--- config.mk ---
export PLATFORM = sky130hd
export DESIGN_NAME = brsd_ctrl
export DESIGN_NICKNAME = d
export VERILOG_FILES = /design/src/rtl/core/brsd_pkg.sv /design/src/rtl/core/brsd_ctrl.sv
export SDC_FILE = /design/constraint.sdc
export NUM_CORES = 1
export LEC_CHECK = 0
export BUFFER_PORTS_ARGS = -buffer_cell sky130_fd_sc_hd__buf_2
export CORE_UTILIZATION = 35
export CTS_BUF_LIST = sky130_fd_sc_hd__clkbuf_8 sky130_fd_sc_hd__clkbuf_16
export CTS_CLUSTER_SIZE = 28
export DETAILED_ROUTE_END_ITERATION = 6
export GPL_TIMING_DRIVEN = 0
export PLACE_DENSITY = 0.59
export SYNTH_ARGS = -nofsm -noshare
export SYNTH_HDL_FRONTEND = slang
export SYNTH_SLANG_ARGS = --single-unit
export TNS_END_PERCENT = 20
--- constraint.sdc ---
create_clock -name clk -period 1.7 [get_ports clk]
set_input_delay 0.17 -clock clk [delete_from_list [all_inputs] [get_ports clk]]
set_output_delay 0.17 -clock clk [all_outputs]
set_load 0.02 [all_outputs]
--- src/rtl/core/brsd_pkg.sv ---
`timescale 1ns / 1ps
`default_nettype none
// ----------------------------------------------------------------------------
// brsd_pkg
// Shared constants, command codes and status bundle for the RMS silence
// detector.
// ----------------------------------------------------------------------------
package brsd_pkg;

  localparam int MAX_BLOCK = 4096;
  localparam int BCOUNT_W  = $clog2(MAX_BLOCK + 1);
  localparam int ENERGY_W  = 30 + BCOUNT_W;

  localparam int DIVD_W = 49;
  localparam int DIVS_W = 17;

  localparam logic [33:0] FLOOR_Q31 = 34'd2147484;
  localparam logic [15:0] COEF_0P98 = 16'd64225;
  localparam logic [10:0] COEF_0P02 = 11'd1311;
  localparam logic [11:0] COEF_0P05 = 12'd3277;

  localparam logic [16:0] ACT_MAX   = 17'h1FFFF;
  localparam logic [23:0] QUIET_MAX = 24'hFFFFFF;
  localparam logic [32:0] SUM_MAX   = 33'h1FFFFFFFF;

  localparam logic [1:0] REG_INIT_SAMPLES     = 2'd0;
  localparam logic [1:0] REG_ACTIVITY_SAMPLES = 2'd1;
  localparam logic [1:0] REG_SILENCE_SAMPLES  = 2'd2;

  typedef enum logic [3:0] {
    OP_NONE,
    OP_ACC,
    OP_DIV_MEAN,
    OP_SQRT_START,
    OP_SQRT_STEP,
    OP_TOTAL,
    OP_MUL_INIT,
    OP_NACC,
    OP_DIV_NOISE,
    OP_NOISE_WR,
    OP_SMOOTH_MUL,
    OP_SMOOTH_WR,
    OP_ACTIVE,
    OP_DIV_REF,
    OP_REF_WR,
    OP_TRACK
  } op_t;

  typedef struct packed {
    logic close;
    logic stopped;
    logic in_end;
    logic div_done;
    logic sqrt_last;
    logic in_init;
    logic detected;
    logic above;
    logic act_done;
  } status_t;

  typedef struct packed {
    op_t  op;
    logic emit;
  } cmd_t;

endpackage
`default_nettype wire

--- src/rtl/core/brsd_ctrl.sv ---
`timescale 1ns / 1ps
`default_nettype none
// ----------------------------------------------------------------------------
// brsd_ctrl
// Sequencer for the block close: mean, root, noise, activity and silence
// update, output word hand-off.
// ----------------------------------------------------------------------------
module brsd_ctrl (
  input  wire logic              clk,
  input  wire logic              rst,
  input  wire logic              in_valid,
  output logic                   in_stall,
  output logic                   out_valid,
  input  wire logic              out_stall,
  input  wire brsd_pkg::status_t st,
  output brsd_pkg::cmd_t         cmd
);
  import brsd_pkg::*;

  typedef enum logic [3:0] {
    S_IDLE,
    S_MEAN_START,
    S_MEAN_WAIT,
    S_SQRT,
    S_TOTAL,
    S_CLASS,
    S_NACC,
    S_NDIV_START,
    S_NDIV_WAIT,
    S_SMOOTH,
    S_ACTCHK,
    S_RDIV_WAIT,
    S_TRACK,
    S_EMIT
  } state_t;

  state_t state;
  state_t state_next;
  logic   out_free;

  assign in_stall = state != S_IDLE;
  assign out_free = !out_valid || !out_stall;

  always_comb begin
    state_next = state;
    cmd.op     = OP_NONE;
    cmd.emit   = 1'b0;
    case (state)
      S_IDLE: begin
        if (in_valid) begin
          cmd.op = OP_ACC;
          if (st.stopped) begin
            if (st.in_end) begin
              state_next = S_EMIT;
            end
          end else if (st.close) begin
            state_next = S_MEAN_START;
          end
        end
      end
      S_MEAN_START: begin
        cmd.op     = OP_DIV_MEAN;
        state_next = S_MEAN_WAIT;
      end
      S_MEAN_WAIT: begin
        if (st.div_done) begin
          cmd.op     = OP_SQRT_START;
          state_next = S_SQRT;
        end
      end
      S_SQRT: begin
        cmd.op = OP_SQRT_STEP;
        if (st.sqrt_last) begin
          state_next = S_TOTAL;
        end
      end
      S_TOTAL: begin
        cmd.op     = OP_TOTAL;
        state_next = S_CLASS;
      end
      S_CLASS: begin
        if (st.in_init) begin
          cmd.op     = OP_MUL_INIT;
          state_next = S_NACC;
        end else if (st.detected) begin
          state_next = S_TRACK;
        end else if (st.above) begin
          cmd.op     = OP_ACTIVE;
          state_next = S_ACTCHK;
        end else begin
          cmd.op     = OP_SMOOTH_MUL;
          state_next = S_SMOOTH;
        end
      end
      S_NACC: begin
        cmd.op     = OP_NACC;
        state_next = S_NDIV_START;
      end
      S_NDIV_START: begin
        cmd.op     = OP_DIV_NOISE;
        state_next = S_NDIV_WAIT;
      end
      S_NDIV_WAIT: begin
        if (st.div_done) begin
          cmd.op     = OP_NOISE_WR;
          state_next = S_EMIT;
        end
      end
      S_SMOOTH: begin
        cmd.op     = OP_SMOOTH_WR;
        state_next = S_EMIT;
      end
      S_ACTCHK: begin
        if (st.act_done) begin
          cmd.op     = OP_DIV_REF;
          state_next = S_RDIV_WAIT;
        end else begin
          state_next = S_EMIT;
        end
      end
      S_RDIV_WAIT: begin
        if (st.div_done) begin
          cmd.op     = OP_REF_WR;
          state_next = S_EMIT;
        end
      end
      S_TRACK: begin
        cmd.op     = OP_TRACK;
        state_next = S_EMIT;
      end
      S_EMIT: begin
        if (out_free) begin
          cmd.emit   = 1'b1;
          state_next = S_IDLE;
        end
      end
      default: begin
        state_next = S_IDLE;
      end
    endcase
  end

  always_ff @(posedge clk) begin
    if (rst) begin
      state     <= S_IDLE;
      out_valid <= 1'b0;
    end else begin
      state <= state_next;
      if (cmd.emit) begin
        out_valid <= 1'b1;
      end else if (!out_stall) begin
        out_valid <= 1'b0;
      end
    end
  end

  a_emit_when_free: assert property (@(posedge clk) disable iff (rst)
    cmd.emit |-> out_free) else $error("output word overwritten");
  a_emit_sets_valid: assert property (@(posedge clk) disable iff (rst)
    cmd.emit |=> out_valid) else $error("output word lost");
  a_div_done_waited: assert property (@(posedge clk) disable iff (rst)
    st.div_done |-> state == S_MEAN_WAIT || state == S_NDIV_WAIT
                    || state == S_RDIV_WAIT) else $error("divider result unclaimed");

endmodule
`default_nettype wire
==> insert_results.sql, run 1 <==
INSERT INTO impl_metrics (metric_group, metric, value, unit) VALUES
('yosys', 'synthesis.yosys.warnings', '0', ''),
('clocking', 'clk-insertion-delay-late', '0.22', 'ns'),
('worst_setup_path', 'worstPathMaxFanout', '10', ''),
('worst_setup_path', 'path_delay_family', 'buffers and inverters', ''),
('global_route', 'grt_pass1_wl', '3139', 'um'),
('yosys', 'syn_avg_cell_area', '6.829', 'um2'),
('worst_setup_path', 'cpMaxStageDelayCell', 'sky130_fd_sc_hd__dfxtp_1', ''),
('place', 'detailed_place_hpwl', '1428', 'um'),
('finish', 'multi_input_comb_area', '499.2', 'um2'),
('power_and_ir_drop', 'report.power.total', '1452', 'uW'),
('status', 'status', 'completed', ''),
('power_and_ir_drop', 'power_per_unit_of_standard_cell_area', '1628', 'mW/mm2'),
('route', 'wl_met3', '120', 'um'),
('global_route', 'largest_net_degree_at_the_start_of_global_routing', '11', ''),
('clocking', 'total_cts_buffers', '3', ''),
('clocking', 'clk_transition_reported_paths', '0.04', 'ns'),
('finish', 'finalInstanceArea', '892.1', 'um2'),
('timing', 'tightest_slew', '0.4712', 'ns'),
('place', 'place.port_buffers', '19', ''),
('timing', 'finalHoldWorstSlack', '0.2027', 'ns'),
('yosys', 'ys_seq_elements', '5', ''),
('yosys', 'netlist_area', '655.6', 'um2'),
('global_route', 'via_count_of_the_first_global_routing_pass', '708', ''),
('floorplanning', 'placeableCoreArea', '0.001745', 'mm2'),
('finish', 'utilization', '0.5111', ''),
('clocking', 'buffer_depth_of_the_longest_clock_path', '2', ''),
('timing', 'finalCriticalPeriod', '1.689', 'ns'),
('power_and_ir_drop', 'seq_power_share', '0.129', ''),
('global_route', 'antenna_found_initial', '0', ''),
('finish', 'antenna_cells', '0', ''),
('timing', 'max_freq', '591.9', 'MHz'),
('route', 'drt-wirelength-per-cell', '12.95', 'um'),
('power_and_ir_drop', 'cellInternalPower', '767.1', 'uW'),
('floorplanning', 'floorplan.initialDensity', '0.3756', ''),
('yosys', 'netlist-cell-type-count', '44', ''),
('timing', 'slew_viol_final', '0', ''),
('floorplanning', 'rows', '15', ''),
('worst_setup_path', 'timing.setup.critical_path_class', 'flip-flop to output port', ''),
('timing', 'finalSetupViolations', '0', ''),
('clocking', 'cts_tree', 'done', ''),
('timing', 'final_min_period_over_clock_period', '0.9938', ''),
('route', 'drt-pass1-iter-count', '4', ''),
('worst_setup_path', 'critical_path.n_buffers_inverters', '3', ''),
('worst_setup_path', 'worst_path_largest_cell_delay', '0.30', 'ns'),
('timing', 'rsz0062_at_grt', 'yes', ''),
('place', 'routabilityCongestion', '0.8912', ''),
('clocking', 'clkSinkCount', '5', ''),
('timing', 'relative_slew_slack', '0.6829', ''),
('power_and_ir_drop', 'clockPowerShare', '0.146', ''),
('worst_setup_path', 'crit_chain', 'buf_6 > clkbuf_8 > or2_2 > o32ai_1 > a22o_1 > buf_4', ''),
('global_route', 'overflow', '0', ''),
('route', 'route.antenna.remaining_nets', '0', ''),
('route', 'detail_route.vias_per_cell', '5.735', ''),
('floorplanning', 'floorplan.die.width', '45.28', 'um'),
('yosys', 'synth_cells', '96', ''),
('clocking', 'cts.root.buffer_cell', 'sky130_fd_sc_hd__clkbuf_8', ''),
('finish', 'nets', '136', ''),
('worst_setup_path', 'cp.arrival', '1.52', 'ns'),
('floorplanning', 'floorplan.die_area', '0.002050', 'mm2'),
('clocking', 'ctsHtreeMaxLevel', '1', ''),
('worst_setup_path', 'worst-endpoint-required', '1.53', 'ns'),
('finish', 'drive_gt1_frac', '0.3689', ''),
('yosys', 'net_count_of_the_mapped_netlist', '109', ''),
('route', 'vias', '843', ''),
('timing', 'hold_viol_final', '0', ''),
('finish', 'final.fill_count', '188', ''),
('route', 'route.layer.met1.wl', '861', 'um'),
('power_and_ir_drop', 'power_switching', '685.3', 'uW'),
('min_path', 'worst_hold_path_type', 'input port to flip-flop', ''),
('yosys', 'register_area_share_after_synthesis', '0.1527', ''),
('route', 'highest-signal-layer', 'met4', '');
==> state kept, by name (all words and copies together) (netlist names) <==
register   cells
state          4
out_valid      1
==> kinds of logic (layout without fill, tap and decap cells) <==
| logic type | Yosys count | in the layout | synth area share |
|---|---|---|---|
| simple gates | 38 | 38 | 0.3073 |
| xor+xnor | 1 | 1 | 0.01336 |
| buf+inv | 13 | 39 | 0.1069 |
| compound gates | 37 | 37 | 0.3874 |
| mux | 2 | 2 | 0.03244 |
| flops | 5 | 5 | 0.1527 |
==> stage by stage <==
stage                     worst slack, ns  std cells  TNS (ns)
final                             0.01060        147         0
after global routing             -0.08122        147   -0.1598
after CTS                        0.004572        147         0
after detailed placement         -0.07560        140   -0.2074
after global placement            -0.1029        140   -0.2606
after floorplan                    0.1191         96         0
==> cells in the mapped netlist (all sizes together) <==
| master | number | area (um2) |
|---|---|---|
| o211ai | 1 | 7.510 |
| o22ai | 2 | 12.51 |
| buf | 6 | 33.78 |
| nand3 | 2 | 10.01 |
| a31oi | 2 | 12.51 |
| clkbuf | 2 | 17.51 |
| a211o | 1 | 8.760 |
| nand3b | 1 | 7.510 |
| or2 | 1 | 6.260 |
| a21oi | 13 | 68.82 |
| o221ai | 1 | 8.760 |
| nor3 | 4 | 25.02 |
| o2111ai | 1 | 8.760 |
| nand2 | 10 | 37.54 |
| and3 | 1 | 7.510 |
| or4 | 1 | 11.26 |
| mux2i | 1 | 10.01 |
| a211oi | 2 | 15.01 |
| a221oi | 1 | 8.760 |
| a222oi | 1 | 10.01 |
| nand4b | 1 | 8.760 |
| mux2 | 1 | 11.26 |
| a311oi | 2 | 17.52 |
| o32ai | 2 | 17.52 |
| xor2 | 1 | 8.760 |
| o21ai | 6 | 41.29 |
| inv | 5 | 18.77 |
| a21o | 1 | 7.510 |
| dfxtp | 5 | 100.1 |
| nor2 | 10 | 40.04 |
| nor4 | 1 | 6.260 |
| or3 | 1 | 6.260 |
| and4b | 1 | 10.01 |
| a22o | 1 | 8.760 |
| nor2b | 2 | 12.51 |
| nand2b | 2 | 12.51 |
==> per-layer routing <==
metal	vias up	track usage
met1	391	0.2990
met2	38	0.3188
met3	2	0.04800
met4	0	0.01212
met5	-	0
li1	412	-
==> cell usage in the layout, fill, tap and decap left out, types with 3 or more instances in the layout <==
master                     instances
sky130_fd_sc_hd__nor3_1            3
sky130_fd_sc_hd__o21ai_0           4
sky130_fd_sc_hd__clkbuf_8          4
sky130_fd_sc_hd__nand2_1          10
sky130_fd_sc_hd__inv_1             5
sky130_fd_sc_hd__a21oi_1          12
sky130_fd_sc_hd__buf_4             7
sky130_fd_sc_hd__buf_2            18
sky130_fd_sc_hd__nor2_1            9
sky130_fd_sc_hd__buf_6             3
sky130_fd_sc_hd__dfxtp_1           3
==> what timing repair did <==
item / 4_1_cts / 5_1_grt
setup endpoints to repair: 4 / 5
setup buffers: 3 / 0
resized for setup: 14 / 3
pin swaps: 3 / 0
==> final timing paths <==
| kind | slack (ns) | end | from | depth (start not counted) |
|---|---|---|---|---|
| max | 0.01 | cmd[4] | state[1]$_SDFFE_PP0P_ | 6 |
| min | 0.20 | out_valid$_SDFFE_PP0P_ | rst | 2 |
| max reg2reg | 0.11 | state[1]$_SDFFE_PP0P_ | state[0]$_SDFFE_PP0P_ | 6 |
| min reg2reg | 0.56 | out_valid$_SDFFE_PP0P_ | out_valid$_SDFFE_PP0P_ | 2 |
==> power groups by stage <==
stage / Combinational, uW / Clock [uW] / Sequential, uW
floorplan: 720 / 0 / 178
global placement: 928 / 0 / 184
detailed placement: 934 / 0 / 184
CTS: 1040 / 212 / 185
global route: 1150 / 227 / 193
finish: 1050 / 211 / 187
==> area by class of cell <==
class / count / area share
buffer: 8 / 0.08415
multi-input combinational: 78 / 0.5596
clock inverter: 1 / 0.004208
sequential: 5 / 0.1150
timing repair buffer: 22 / 0.1346
tap: 25 / 0.03506
clock buffer: 3 / 0.04628
inverter: 5 / 0.02104
(Power assumes the default switching activity.)
==> inputs of run 2 (changes only) <==
Clock period 1.7 ns to 2.09 ns, I/O delays scaled along.
==> insert_results.sql, run 2 (synthesis gave the netlist of run 1 again) <==
INSERT INTO impl_metrics (metric_group, metric, value, unit) VALUES
('finish', 'final.fill_count', '194', ''),
('run', 'timing.max_cap.violations', '0', ''),
('finish', 'antenna_cells', '0', ''),
('floorplanning', 'design.portCount', '20', ''),
('power_and_ir_drop', 'power_per_unit_of_standard_cell_area', '1316', 'mW/mm2'),
('worst_setup_path', 'worst_path_largest_cell_delay', '0.36', 'ns'),
('timing', 'final_critical_path_setup_slack', '0.1496', 'ns'),
('global_route', 'via_count_of_the_first_global_routing_pass', '731', ''),
('worst_setup_path', 'crit_path_frequent_cell', 'sky130_fd_sc_hd__buf_2', ''),
('timing', 'tightest_slew', '0.4553', 'ns'),
('route', 'drt-wirelength-per-cell', '13.17', 'um'),
('clocking', 'clk-insertion-delay-late', '0.22', 'ns'),
('place', 'placement.cell_area', '782.0', 'um2'),
('route', 'drt-pass1-iter-count', '4', ''),
('worst_setup_path', 'worst-endpoint-required', '1.88', 'ns'),
('floorplanning', 'fp.dieH', '45.28', 'um'),
('finish', 'regMostFlops', 'state', ''),
('route', 'detail_route.vias_per_cell', '5.847', ''),
('clocking', 'clkSinkCount', '5', ''),
('timing', 'finalCriticalPeriod', '1.940', 'ns'),
('timing', 'relative_slew_slack', '0.6948', ''),
('floorplanning', 'floorplan.initialDensity', '0.3756', ''),
('worst_setup_path', 'timing.setup.critical_path_class', 'flip-flop to output port', ''),
('worst_setup_path', 'critical_path.startpoint_type', 'flip-flop', ''),
('global_route', 'overflow', '0', ''),
('place', 'detailed_place_hpwl', '1428', 'um'),
('power_and_ir_drop', 'report.power.total', '1094', 'uW'),
('worst_setup_path', 'timing.critical_path.to_type', 'output port', ''),
('finish', 'largestRegisters', 'state (4), out_valid (1)', ''),
('route', 'wl', '1896', 'um'),
('finish', 'drive_gt1_frac', '0.3193', ''),
('floorplanning', 'placeableCoreArea', '0.001745', 'mm2'),
('route', 'route.antenna.remaining_nets', '0', ''),
('place', 'detailedPlace.worstSlack', '0.2754', 'ns'),
('route', 'vias', '842', ''),
('worst_setup_path', 'worstPathMaxFanout', '10', ''),
('clocking', 'cts_tree', 'done', ''),
('finish', 'nets', '133', ''),
('timing', 'fin_tns_setup', '0', 'ns'),
('timing', 'finalSetupViolations', '0', ''),
('global_route', 'largest_net_degree_at_the_start_of_global_routing', '11', ''),
('floorplanning', 'rows', '15', ''),
('clocking', 'total_cts_buffers', '3', ''),
('finish', 'largest_register_ff_count', '4', ''),
('clocking', 'cts.root.buffer_cell', 'sky130_fd_sc_hd__clkbuf_8', ''),
('clocking', 'clk_transition_reported_paths', '0.04', 'ns'),
('global_route', 'antenna_found_initial', '0', ''),
('timing', 'rsz0062_at_grt', 'yes', ''),
('finish', 'mostFrequentLayoutCell', 'sky130_fd_sc_hd__buf_2', ''),
('timing', 'hold_viol_final', '0', ''),
('power_and_ir_drop', 'worst_ir_drop_vdd', '0.5947', 'mV'),
('finish', 'final_cell_mix', 'sky130_fd_sc_hd__buf_2 (22), sky130_fd_sc_hd__a21oi_1 (12), sky130_fd_sc_hd__nand2_1 (10)', ''),
('clocking', 'ctsHtreeMaxLevel', '1', ''),
('timing', 'slew_viol_final', '0', ''),
('finish', 'utilization', '0.4760', ''),
('place', 'place.port_buffers', '19', ''),
('worst_setup_path', 'critical_path.n_buffers_inverters', '3', ''),
('timing', 'fin_worst_skew', '0.002458', 'ns'),
('worst_setup_path', 'cpMaxStageDelayCell', 'sky130_fd_sc_hd__dfxtp_1', ''),
('place', 'routabilityCongestion', '0.8912', ''),
('route', 'route.detailed.drc', '0', ''),
('min_path', 'worst_hold_path_type', 'input port to flip-flop', ''),
('floorplanning', 'floorplan.die.width', '45.28', 'um'),
('status', 'status', 'completed', ''),
('worst_setup_path', 'cp.arrival', '1.73', 'ns'),
('global_route', 'grt_pass1_wl', '3111', 'um'),
('finish', 'area_delta_synth_final', '26.72', '%'),
('timing', 'max_freq', '515.4', 'MHz'),
('timing', 'final_min_period_over_clock_period', '0.9284', ''),
('clocking', 'cts_post_setup_buffers_inserted', '0', ''),
('power_and_ir_drop', 'leakage', '0.0003653', 'uW'),
('floorplanning', 'floorplan.die_area', '0.002050', 'mm2'),
('finish', 'finalInstanceArea', '830.8', 'um2'),
('worst_setup_path', 'path_delay_family', 'buffers and inverters', ''),
('global_route', 'groute.usage.overall', '0.2053', ''),
('clocking', 'buffer_depth_of_the_longest_clock_path', '2', ''),
('route', 'drt_iter0_drc', '30', ''),
('worst_setup_path', 'crit_chain', 'buf_2 > buf_2 > o21ai_1 > a222oi_1 > o22ai_1 > buf_2', '');
-- run 2: worst paths after layout --
| path | from | to | slack [ns] | cells after the start |
|---|---|---|---|---|
| setup / recovery | state[3]$_SDFFE_PP0P_ | cmd[1] | 0.15 | 6 |
| hold / removal | rst | out_valid$_SDFFE_PP0P_ | 0.24 | 2 |
| setup reg to reg | state[0]$_SDFFE_PP0P_ | state[3]$_SDFFE_PP0P_ | 0.38 | 6 |
| hold reg to reg | out_valid$_SDFFE_PP0P_ | out_valid$_SDFFE_PP0P_ | 0.55 | 2 |
-- run 2: timing repair --
| action | 4_1_cts | 5_1_grt |
|---|---|---|
| gates resized for setup | 0 | 4 |
| endpoints found under the setup margin | 0 | 4 |
| hold buffers | 0 | 0 |
-- run 2: final cells by class --
class | count | area [um2] | share of cell area
multi-input combinational | 78 | 485.5 | 0.5843
sequential | 5 | 100.1 | 0.1205
timing repair buffer | 19 | 95.09 | 0.1145
buffer | 8 | 55.05 | 0.06627
clock buffer | 3 | 41.29 | 0.04970
tap | 25 | 31.28 | 0.03765
inverter | 5 | 18.77 | 0.02259
clock inverter | 1 | 3.754 | 0.004518
-- run 2: stage by stage --
| step | hold WS, ns | std cells |
|---|---|---|
| after floorplan | 0.2781 | 96 |
| after global placement | 0.4591 | 140 |
| after global routing | 0.2489 | 144 |
| after detailed placement | 0.4680 | 140 |
| final | 0.2406 | 144 |
| after CTS | 0.2391 | 144 |
-- run 2: power breakdown --
group	switching (uW)	internal, uW
combinational	472	301
sequential	23.3	125
clock	46.2	126
total	542	552
-- run 2: layer usage --
layer / wire [um] / global-route usage / up-vias
met1: 832 / 0.2943 / 386
met2: 897 / 0.3072 / 46
met5: 0 / 0 / -
li1: - / - / 406
met4: 25 / 0.04848 / 0
met3: 141 / 0.04800 / 4
==> inputs of run 3 (changes only) <==
==> constraint.sdc (replaced) <==
create_clock -name clk -period 2.09 [get_ports clk]
set_input_delay 0 -clock clk [delete_from_list [all_inputs] [get_ports clk]]
set_output_delay 0 -clock clk [all_outputs]
set_load 0.02 [all_outputs]
==> insert_results.sql, run 3 (synthesis gave the netlist of run 1 again) <==
INSERT INTO impl_metrics (metric_group, metric, value, unit) VALUES
('power_and_ir_drop', 'leakage', '0.0003555', 'uW'),
('finish', 'nets', '133', ''),
('clocking', 'buffer_depth_of_the_longest_clock_path', '2', ''),
('finish', 'final_cell_mix', 'sky130_fd_sc_hd__buf_2 (22), sky130_fd_sc_hd__a21oi_1 (12), sky130_fd_sc_hd__nand2_1 (10)', ''),
('worst_setup_path', 'timing.setup.critical_path_class', 'flip-flop to output port', ''),
('finish', 'drive_gt1_frac', '0.2941', ''),
('finish', 'regMostFlops', 'state', ''),
('clocking', 'post_cts_hold_buffer_count', '0', ''),
('clocking', 'clkSinkCount', '5', ''),
('clocking', 'cts.root.buffer_cell', 'sky130_fd_sc_hd__clkbuf_8', ''),
('finish', 'antenna_cells', '0', ''),
('clocking', 'cts_post_setup_buffers_inserted', '0', ''),
('worst_setup_path', 'reg2reg_slack', '0.40', 'ns'),
('worst_setup_path', 'cpMaxStageDelayCell', 'sky130_fd_sc_hd__clkbuf_1', ''),
('floorplanning', 'placeableCoreArea', '0.001745', 'mm2'),
('power_and_ir_drop', 'report.power.total', '1089', 'uW'),
('timing', 'relative_slew_slack', '0.7142', ''),
('timing', 'fin_tns_setup', '0', 'ns'),
('floorplanning', 'design.portCount', '20', ''),
('timing', 'rsz0062_at_grt', 'no', ''),
('route', 'drt_iter0_drc', '36', ''),
('worst_setup_path', 'critical_path.startpoint_type', 'flip-flop', ''),
('floorplanning', 'fp.dieH', '45.28', 'um'),
('global_route', 'largest_net_degree_at_the_start_of_global_routing', '11', ''),
('power_and_ir_drop', 'power_per_unit_of_standard_cell_area', '1317', 'mW/mm2'),
('clocking', 'clk_transition_reported_paths', '0.04', 'ns'),
('worst_setup_path', 'worstPathMaxFanout', '10', ''),
('finish', 'finalInstanceArea', '827.0', 'um2'),
('worst_setup_path', 'crit_chain', 'buf_1 > clkbuf_1 > o211ai_1 > o21ai_0 > a22o_1 > buf_2', ''),
('worst_setup_path', 'cp.arrival', '1.87', 'ns'),
('floorplanning', 'floorplan.die_area', '0.002050', 'mm2'),
('global_route', 'grt_pass1_wl', '3111', 'um'),
('global_route', 'overflow', '0', ''),
('finish', 'largest_register_ff_count', '4', ''),
('finish', 'area_delta_synth_final', '26.14', '%'),
('clocking', 'total_cts_buffers', '3', ''),
('worst_setup_path', 'worstReg2RegStart', 'state[0]$_SDFFE_PP0P_', ''),
('floorplanning', 'rows', '15', ''),
('timing', 'tightest_slew', '0.4264', 'ns'),
('timing', 'max_freq', '535.7', 'MHz'),
('worst_setup_path', 'critical_path.n_buffers_inverters', '3', ''),
('route', 'detail_route.vias_per_cell', '5.813', ''),
('timing', 'final_min_period_over_clock_period', '0.8931', ''),
('clocking', 'clk-insertion-delay-late', '0.22', 'ns'),
('place', 'placement.cell_area', '782.0', 'um2'),
('worst_setup_path', 'path_delay_family', 'buffers and inverters', ''),
('timing', 'finalHoldWorstSlack', '0.03244', 'ns'),
('route', 'vias', '837', ''),
('route', 'wl', '1913', 'um'),
('finish', 'largestRegisters', 'state (4), out_valid (1)', ''),
('status', 'status', 'completed', ''),
('run', 'timing.max_cap.violations', '0', ''),
('global_route', 'via_count_of_the_first_global_routing_pass', '731', ''),
('place', 'detailed_place_hpwl', '1428', 'um'),
('global_route', 'antenna_found_initial', '0', ''),
('clocking', 'cts_resized', '0', ''),
('floorplanning', 'floorplan.initialDensity', '0.3756', ''),
('worst_setup_path', 'timing.critical_path.to_type', 'output port', ''),
('timing', 'slew_viol_final', '0', ''),
('worst_setup_path', 'worst-endpoint-required', '2.09', 'ns'),
('global_route', 'groute.usage.overall', '0.2053', ''),
('timing', 'finalCriticalPeriod', '1.867', 'ns'),
('timing', 'hold_viol_final', '0', ''),
('place', 'place.port_buffers', '19', ''),
('clocking', 'cts_tree', 'done', ''),
('clocking', 'ctsHtreeMaxLevel', '1', ''),
('timing', 'finalSetupViolations', '0', ''),
('route', 'drt-wirelength-per-cell', '13.28', 'um'),
('place', 'routabilityCongestion', '0.8912', ''),
('timing', 'fin_worst_skew', '0.002458', 'ns'),
('worst_setup_path', 'worst_path_largest_cell_delay', '0.40', 'ns'),
('finish', 'mostFrequentLayoutCell', 'sky130_fd_sc_hd__buf_2', ''),
('power_and_ir_drop', 'worst_ir_drop_vdd', '0.5934', 'mV'),
('route', 'route.detailed.drc', '0', ''),
('min_path', 'worst_hold_path_type', 'input port to flip-flop', ''),
('worst_setup_path', 'timing.critical_path.from', 'state[2]$_SDFFE_PP0P_', ''),
('route', 'drt-pass1-iter-count', '4', ''),
('route', 'route.antenna.remaining_nets', '0', ''),
('floorplanning', 'floorplan.die.width', '45.28', 'um'),
('min_path', 'timing.hold.worst.start', 'rst', '');
run 3: cell types whose count changed in the layout (fill, tap and decap cells not counted), sizes merged:
cell / delta
buf: +2
clkbuf: -2
run 3: per-layer routing:
metal / wire [um] / global-route usage / vias up
met2: 901 / 0.3072 / 41
met4: 25 / 0.04848 / 0
met1: 866 / 0.2943 / 386
li1: - / - / 406
met5: 0 / 0 / -
met3: 120 / 0.04800 / 4
run 3: power by group:
part,switching (uW),leakage (uW),internal (uW)
Combinational,472,0.000287,296
Clock,46.2,0.0000269,126
Sequential,23.3,0.0000412,125
run 3: path summary, 6_finish.rpt:
| kind | cells after the start | end |
|---|---|---|
| worst min-delay path | 2 | out_valid$_SDFFE_PP0P_ |
| worst max-delay path | 6 | cmd[4] |
| worst min register to register | 2 | out_valid$_SDFFE_PP0P_ |
| worst max register to register | 6 | state[3]$_SDFFE_PP0P_ |
run 3: final cells by class:
cell class	count	area [um2]
plain buffers	8	51.30
clock buffers	3	41.29
clock inverters	1	3.754
fillers	193	918.4
inverters	5	18.77
multi-input cells	78	485.5
flip-flops and latches	5	100.1
well taps	25	31.28
repair buffers	19	95.09
run 3: through the flow:
stage                     utilization  instances  setup slack (ns)
after floorplan                     -         96            0.5660
after global placement         0.4480        140            0.4571
after global routing           0.4738        144           0.05951
after detailed placement       0.4480        140            0.4531
final                          0.4738        144            0.2233
after CTS                      0.4738        144            0.2362
